===== src/sv/bf_tas_pkg.sv =====
// shared types, constants and helpers of the bloom filter test-and-set block
package bf_tas_pkg;

  // filter geometry
  localparam int unsigned FilterWords = 8;
  localparam int unsigned WordIdxW    = $clog2(FilterWords);
  localparam int unsigned BitIdxW     = 5;
  localparam int unsigned PosW        = WordIdxW + BitIdxW;
  localparam int unsigned NumProbes   = 3;
  localparam int unsigned ProbeIdxW   = 2;

  // hash constants
  localparam logic [31:0] StrideSalt = 32'ha5b35705;
  localparam logic [31:0] MixMulA    = 32'h7feb352d;
  localparam logic [31:0] MixMulB    = 32'h846ca68b;
  localparam logic [7:0]  QuadStep   = 8'd17;

  // configuration port
  localparam int unsigned CfgIdxW  = 1;
  localparam int unsigned CfgDataW = 32;

  typedef enum logic [CfgIdxW-1:0] {
    CFG_DEVICE_KEY = 1'b0,
    CFG_PACK_KEY   = 1'b1
  } cfg_idx_e;

  // controller states
  typedef enum logic [3:0] {
    ST_IDLE,
    ST_BASE_A,
    ST_BASE_B,
    ST_STR_A,
    ST_STR_B,
    ST_PROBE0,
    ST_PROBE1,
    ST_PROBE2,
    ST_RESP
  } state_e;

  // shared multiplier operation
  typedef enum logic [2:0] {
    MUL_NONE,
    MUL_BASE_A,
    MUL_BASE_B,
    MUL_STR_A,
    MUL_STR_B
  } mul_op_e;

  // command bundle from controller to datapath
  typedef struct packed {
    logic                 load;
    mul_op_e              mul_op;
    logic                 probe_en;
    logic [ProbeIdxW-1:0] probe_idx;
  } cmd_t;

  // first xor-shift of the finalizer
  function automatic logic [31:0] xs16(input logic [31:0] x);
    xs16 = x ^ (x >> 16);
  endfunction

  // bit position of probe p: base + p*stride + 17*p*p, low 8 bits
  function automatic logic [PosW-1:0] probe_pos(input logic [PosW-1:0]      base,
                                                input logic [PosW-1:0]      stride,
                                                input logic [ProbeIdxW-1:0] p);
    logic [3:0]      psq;
    logic [PosW-1:0] lin;
    logic [PosW-1:0] quad;
    psq  = {2'b00, p} * {2'b00, p};
    lin  = stride * {{(PosW-ProbeIdxW){1'b0}}, p};
    quad = QuadStep * {4'b0000, psq};
    probe_pos = base + lin + quad;
  endfunction

endpackage


===== src/sv/bf_tas_ctrl.sv =====
// controller state machine: sequences hashing, probing and the result strobe
module bf_tas_ctrl (
  input  logic              clk_i,
  input  logic              rst_ni,
  input  logic              start_i,
  output bf_tas_pkg::cmd_t  cmd_o,
  output logic              busy_o,
  output logic              done_o
);
  import bf_tas_pkg::*;

  state_e state_q, state_d;

  // state register
  always_ff @(posedge clk_i or negedge rst_ni) begin
    if (!rst_ni) begin
      state_q <= ST_IDLE;
    end else begin
      state_q <= state_d;
    end
  end

  // next state
  always_comb begin
    state_d = state_q;
    unique case (state_q)
      ST_IDLE:   if (start_i) state_d = ST_BASE_A;
      ST_BASE_A: state_d = ST_BASE_B;
      ST_BASE_B: state_d = ST_STR_A;
      ST_STR_A:  state_d = ST_STR_B;
      ST_STR_B:  state_d = ST_PROBE0;
      ST_PROBE0: state_d = ST_PROBE1;
      ST_PROBE1: state_d = ST_PROBE2;
      ST_PROBE2: state_d = ST_RESP;
      ST_RESP:   state_d = ST_IDLE;
      default:   state_d = ST_IDLE;
    endcase
  end

  // commands and status
  always_comb begin
    cmd_o.load      = 1'b0;
    cmd_o.mul_op    = MUL_NONE;
    cmd_o.probe_en  = 1'b0;
    cmd_o.probe_idx = '0;
    busy_o          = 1'b1;
    done_o          = 1'b0;
    unique case (state_q)
      ST_IDLE: begin
        busy_o     = 1'b0;
        cmd_o.load = start_i;
      end
      ST_BASE_A: cmd_o.mul_op = MUL_BASE_A;
      ST_BASE_B: cmd_o.mul_op = MUL_BASE_B;
      ST_STR_A:  cmd_o.mul_op = MUL_STR_A;
      ST_STR_B:  cmd_o.mul_op = MUL_STR_B;
      ST_PROBE0: begin
        cmd_o.probe_en  = 1'b1;
        cmd_o.probe_idx = ProbeIdxW'(0);
      end
      ST_PROBE1: begin
        cmd_o.probe_en  = 1'b1;
        cmd_o.probe_idx = ProbeIdxW'(1);
      end
      ST_PROBE2: begin
        cmd_o.probe_en  = 1'b1;
        cmd_o.probe_idx = ProbeIdxW'(NumProbes - 1);
      end
      ST_RESP:   done_o = 1'b1;
      default:   busy_o = 1'b1;
    endcase
  end

endmodule


===== src/sv/bf_tas_dp.sv =====
// datapath: key registers, shared hash multiplier and the filter bitmap
module bf_tas_dp (
  input  logic                                clk_i,
  input  logic                                rst_ni,
  input  bf_tas_pkg::cmd_t                    cmd_i,
  input  logic [31:0]                         peer_id_i,
  input  logic                                cfg_we_i,
  input  logic [bf_tas_pkg::CfgIdxW-1:0]      cfg_idx_i,
  input  logic [bf_tas_pkg::CfgDataW-1:0]     cfg_data_i,
  output logic                                is_new_o
);
  import bf_tas_pkg::*;

  logic [31:0] dev_key_q, pack_key_q;
  logic [31:0] base_q, base_d;
  logic [31:0] stride_q, stride_d;
  logic        fresh_q, fresh_d;
  logic [31:0] words_q [FilterWords];

  logic [31:0]         mul_a, mul_k, prod, mixed;
  logic [PosW-1:0]     pos;
  logic [WordIdxW-1:0] widx;
  logic [BitIdxW-1:0]  bidx;
  logic [31:0]         word_rd, word_upd;

  // configuration writes
  always_ff @(posedge clk_i or negedge rst_ni) begin
    if (!rst_ni) begin
      dev_key_q  <= '0;
      pack_key_q <= '0;
    end else if (cfg_we_i) begin
      unique case (cfg_idx_e'(cfg_idx_i))
        CFG_DEVICE_KEY: dev_key_q  <= cfg_data_i;
        CFG_PACK_KEY:   pack_key_q <= cfg_data_i;
        default:        dev_key_q  <= dev_key_q;
      endcase
    end
  end

  // shared multiplier with the xor-shift that follows it
  always_comb begin
    mul_a = base_q;
    mul_k = MixMulA;
    unique case (cmd_i.mul_op)
      MUL_BASE_A: begin mul_a = base_q;   mul_k = MixMulA; end
      MUL_BASE_B: begin mul_a = base_q;   mul_k = MixMulB; end
      MUL_STR_A:  begin mul_a = stride_q; mul_k = MixMulA; end
      MUL_STR_B:  begin mul_a = stride_q; mul_k = MixMulB; end
      default:    begin mul_a = base_q;   mul_k = MixMulA; end
    endcase
    prod = mul_a * mul_k;
    if (cmd_i.mul_op == MUL_BASE_A || cmd_i.mul_op == MUL_STR_A) begin
      mixed = prod ^ (prod >> 15);
    end else begin
      mixed = xs16(prod);
    end
  end

  // hash registers
  always_comb begin
    base_d   = base_q;
    stride_d = stride_q;
    if (cmd_i.load) begin
      base_d   = xs16(peer_id_i ^ dev_key_q);
      stride_d = xs16(peer_id_i ^ pack_key_q ^ StrideSalt);
    end else begin
      unique case (cmd_i.mul_op)
        MUL_BASE_A, MUL_BASE_B: base_d = mixed;
        MUL_STR_A:              stride_d = mixed;
        MUL_STR_B:              stride_d = mixed | 32'd1;
        default:                base_d = base_q;
      endcase
    end
  end

  // probe position and bitmap word access
  assign pos      = probe_pos(base_q[PosW-1:0], stride_q[PosW-1:0], cmd_i.probe_idx);
  assign widx     = pos[PosW-1:BitIdxW];
  assign bidx     = pos[BitIdxW-1:0];
  assign word_rd  = words_q[widx];
  assign word_upd = word_rd | (32'd1 << bidx);

  // new-id flag: any probed bit found clear
  always_comb begin
    fresh_d = fresh_q;
    if (cmd_i.load) begin
      fresh_d = 1'b0;
    end else if (cmd_i.probe_en) begin
      fresh_d = fresh_q | ~word_rd[bidx];
    end
  end

  always_ff @(posedge clk_i) begin
    base_q   <= base_d;
    stride_q <= stride_d;
    fresh_q  <= fresh_d;
  end

  // bitmap, cleared at reset, one bit set per probe
  always_ff @(posedge clk_i or negedge rst_ni) begin
    if (!rst_ni) begin
      for (int i = 0; i < FilterWords; i++) begin
        words_q[i] <= '0;
      end
    end else if (cmd_i.probe_en) begin
      words_q[widx] <= word_upd;
    end
  end

  assign is_new_o = fresh_q;

endmodule


===== src/sv/bloom_filter_test_and_set_top.sv =====
// top level of the bloom filter test-and-set block
// done_o is raised in RESP, after the hash states and the probe states PROBE0 to PROBE2
// one id at a time: start is taken only in idle; busy is high in every other state
// the four hash multiplies share one 32x32 multiplier, then one probe per cycle
// done_o is a single-cycle strobe; the receiver cannot stall it
// reset clears the bitmap, both keys and the controller asynchronously
module bloom_filter_test_and_set_top (
  input  logic                                clk_i,
  input  logic                                rst_ni,
  input  logic                                start,
  output logic                                busy,
  input  logic [31:0]                         peer_id_i,
  output logic                                done_o,
  output logic                                is_new_o,
  input  logic                                cfg_we_i,
  input  logic [bf_tas_pkg::CfgIdxW-1:0]      cfg_idx_i,
  input  logic [bf_tas_pkg::CfgDataW-1:0]     cfg_data_i
);
  import bf_tas_pkg::*;

  cmd_t cmd;

  // controller
  bf_tas_ctrl u_ctrl (
    .clk_i   (clk_i),
    .rst_ni  (rst_ni),
    .start_i (start),
    .cmd_o   (cmd),
    .busy_o  (busy),
    .done_o  (done_o)
  );

  // datapath
  bf_tas_dp u_dp (
    .clk_i      (clk_i),
    .rst_ni     (rst_ni),
    .cmd_i      (cmd),
    .peer_id_i  (peer_id_i),
    .cfg_we_i   (cfg_we_i),
    .cfg_idx_i  (cfg_idx_i),
    .cfg_data_i (cfg_data_i),
    .is_new_o   (is_new_o)
  );

`ifndef ASSERT_OFF
  // a transfer in makes the block busy on the next cycle
  assert property (@(posedge clk_i) disable iff (!rst_ni)
    (start && !busy) |=> busy)
    else $error("busy not raised after transfer");

  // result strobe follows the transfer in once the hash and probe states are through
  assert property (@(posedge clk_i) disable iff (!rst_ni)
    (start && !busy) |-> ##8 done_o)
    else $error("result strobe missing at fixed latency");

  // strobe only while an item is in flight
  assert property (@(posedge clk_i) disable iff (!rst_ni)
    done_o |-> busy)
    else $error("result strobe while idle");

  // one strobe per item, then back to idle
  assert property (@(posedge clk_i) disable iff (!rst_ni)
    done_o |=> (!done_o && !busy))
    else $error("result strobe repeated or block stuck busy");
`endif

endmodule

===== config.mk =====
export PLATFORM = sky130hd
export DESIGN_NAME = bloom_filter_test_and_set_top
export DESIGN_NICKNAME = d
export VERILOG_FILES = /design/src/sv/bf_tas_pkg.sv /design/src/sv/bf_tas_ctrl.sv /design/src/sv/bf_tas_dp.sv /design/src/sv/bloom_filter_test_and_set_top.sv
export SDC_FILE = /design/constraint.sdc
export NUM_CORES = 2
export LEC_CHECK = 0
export BUFFER_PORTS_ARGS = -buffer_cell sky130_fd_sc_hd__buf_4
export CAP_MARGIN = 20
export CORE_AREA = 2 2 355 357
export CTS_CLUSTER_SIZE = 8
export DETAILED_ROUTE_END_ITERATION = 10
export DIE_AREA = 0 0 357 359
export GPL_TIMING_DRIVEN = 0
export HOLD_SLACK_MARGIN = 0.08
export MAX_ROUTING_LAYER = met4
export PLACE_DENSITY = 0.48
export SETUP_SLACK_MARGIN = 0.15
export SYNTH_ARGS = -nofsm -noshare
export SYNTH_HDL_FRONTEND = slang
export SYNTH_SLANG_ARGS = --single-unit
export TNS_END_PERCENT = 30

===== constraint.sdc =====
create_clock -name clk_i -period 10.71 [get_ports clk_i]
set_clock_uncertainty 0.05 [all_clocks]
set_input_delay 1.6065 -clock clk_i [delete_from_list [all_inputs] [get_ports clk_i]]
set_output_delay 1.6065 -clock clk_i [all_outputs]
set_load 0.01 [all_outputs]

==> flow_summary.ini <==
[status]
status = completed

[clock_network]
root_buffer = clkbuf_16
clock_sinks = 389
cts.clk_slew.worst_paths_ns = 0.05
cts_tree = yes
clockBufferDepth = 3
numCtsBuffers = 55
clk_latency_ns = 0.64
htree_levels = 2

[place]
dp_hpwl_mm = 79.6
gp_congestion = 0.895
place_area_sq_um = 33800
io_buffers = 71
placed_cells = 4734

[min_path]
min_path_type = reg2reg

[yosys]
synthCells = 2962
ys_warn_count = 0
ys_top_cells_by_count = 397 x inv_1, 354 x nor2_1, 338 x a21oi_1, 324 x dfrtp_1, 272 x fa_1
synth-edff-count = 64
synth_area_sq_um = 30900
synth_cell_types = 80
avgSynthCellArea_sq_um = 10.4
synth-seq-area-share = 0.326
synth_top_cell_by_area = dfrtp_1
ys_top_cells_by_area = dfrtp_1 26%, fa_1 18%, ha_1 8.1%
ys_async_sr_fraction = 0.833
synth_top_area_share = 0.263
synth-seq-cells = 389
ys.flop_type = dfrtp_1
synth.most_common_cell = inv_1

[routing]
dr.pass1.iters = 5
vias_per_cell = 4.60
drt-wirelength-per-cell_um = 21.0
drt_iter0_drc = 1556
drc_errors = 0
ant_nets = 0
drt-total-wl_mm = 101
vias = 22193

[critical_path]
cp-end-kind = flip-flop
worstPathRequired_ns = 11.10
critPathTopFamily = adder cells
max_stage_delay_ns = 0.57
crit_type = reg2reg
timing.critical_path.arrival_ns = 10.60
critPathBufInv = 9
crit_fanout = 10
start_kind = flip-flop
cp_slowest_cell = fa_1
cp_common_cell = fa_1

[grt]
grt_pass1_wl_mm = 153
grt_usage = 0.164
grt_max_degree = 116
grt_pass1_vias = 23395
overflow = 0
antenna_found_initial = 4

[finish]
multi_input_area_sq_um = 19000
fillers = 13266
stdcell_count = 4827
nets = 3684
drive_above_1_share = 0.119
syn2layout_area_growth_pct = 15.1
post-route-cell-area_sq_um = 35500
regArea_sq_um = 10000

[floorplan]
die_area_sq_um = 128000
start_util = 0.248
core_sq_um = 125000
die_x_um = 357
ioPinCount = 72
die_height_um = 359
row_count = 130

[timing]
fmax_mhz = 97.9
period_share = 0.953
relSlewSlack = 0.286
period_needed_ns = 10.21
finalHoldViolations = 0
worst_pin_slew_ns = 1.04
setup_viol = 0
rsz0062_at_grt = true
maxSlewViolCount = 0

[job]
drv_cap = 0
[cell type report]
cell class / count / area share
inverters: 399 / 0.0422
well taps: 1650 / 0.0581
plain buffers: 117 / 0.0162
clock buffers: 83 / 0.0426
diodes: 4 / 0.000282
repair buffers: 85 / 0.0200
multi-input cells: 2096 / 0.535
flip-flops and latches: 389 / 0.283
clock inverters: 4 / 0.00278
[state kept, by name, summed over array words and instances (netlist names)]
name	count
u_ctrl.state_q	4
u_dp.pack_key_q	32
u_dp.stride_q	32
u_dp.is_new_o	1
u_dp.dev_key_q	32
u_dp.words_q	256
u_dp.base_q	32
[through the flow]
| step | setup TNS, ns | worst slack [ns] | hold WS [ns] | utilization |
|---|---|---|---|---|
| 2_1_floorplan | 0 | 1.53 | 0.436 | - |
| 3_3_place_gp | -26.82 | -1.19 | 0.453 | 0.270 |
| 3_5_place_dp | -16.97 | -1.11 | 0.460 | 0.271 |
| 4_1_cts | 0 | 0.229 | 0.469 | 0.285 |
| 5_1_grt | 0 | 0.129 | 0.483 | 0.285 |
| 6_report | 0 | 0.499 | 0.465 | 0.285 |
[routing by layer]
metal  GRT usage  part of all wire  vias to the layer above
li1            -                 -                    10127
met1       0.223              0.46                    11341
met2       0.252              0.46                      595
met3      0.0263             0.055                      130
met4      0.0442             0.026                        0
met5           -                 0                        -
[tightest hold or removal path, stage by stage, from the launching register on]
cell	delay (ns)
dfrtp_1	0.33
nor2_1	0.05
a21oi_1	0.10
[layout by cell type (no fill, tap or decap), types with 10 or more instances in the layout]
| master | count |
|---|---|
| nand3_1 | 13 |
| buf_4 | 84 |
| a31oi_1 | 10 |
| edfxtp_1 | 64 |
| a21oi_1 | 337 |
| fa_1 | 272 |
| inv_1 | 397 |
| clkbuf_1 | 68 |
| nand2_1 | 120 |
| buf_2 | 36 |
| conb_1 | 41 |
| o21ai_0 | 58 |
| mux2i_1 | 68 |
| and2_1 | 21 |
| nand2b_1 | 17 |
| xor2_1 | 59 |
| nor3_1 | 14 |
| buf_1 | 22 |
| o21a_1 | 33 |
| a211oi_1 | 14 |
| xnor2_1 | 163 |
| clkbuf_16 | 56 |
| nor2_1 | 354 |
| a21o_1 | 19 |
| dfrtp_1 | 324 |
| mux2_2 | 87 |
| ha_1 | 200 |
| mux4_2 | 54 |
[repair_timing]
item / in CTS / in global routing
setup endpoints to repair: 43 / 14
gates resized for setup: 17 / 15
hold buffers: 0 / 0
hold endpoints to repair: 0 / 0
pin swaps: 0 / 0
buffers inserted: 0 / 1
[worst paths after layout]
path | from | endpoint | slack (ns) | depth (start not counted)
setup / recovery | u_ctrl.state_q[1] | u_dp.base_q[15] | 0.50 | 31
setup reg to reg | u_ctrl.state_q[1] | u_dp.base_q[15] | 0.50 | 31
hold / removal | u_dp.words_q[253] | u_dp.words_q[253] | 0.46 | 2
hold reg to reg | u_dp.words_q[253] | u_dp.words_q[253] | 0.46 | 2
min in group asynchronous | rst_ni | u_dp.pack_key_q[0] | 0.84 | 1
max in group asynchronous | rst_ni | u_dp.words_q[50] | 8.39 | 3
[cell families (layout without fill, tap and decap cells)]
group / count (synthesis) / in the layout / share of synthesized area
flip-flops: 389 / 389 / 0.326
AO/OA/AOI/OAI: 536 / 536 / 0.0994
XOR/XNOR: 233 / 233 / 0.0698
multiplexers: 219 / 219 / 0.0982
buffers and inverters: 516 / 688 / 0.0666
other: 2 / 45 / 0.000243
AND/OR/NAND/NOR: 595 / 595 / 0.0827
adder cells (fa/ha/maj): 472 / 472 / 0.257
Power is not shown: default switching activity piles up to over one toggle a cycle in this logic, so the estimate is an artifact.
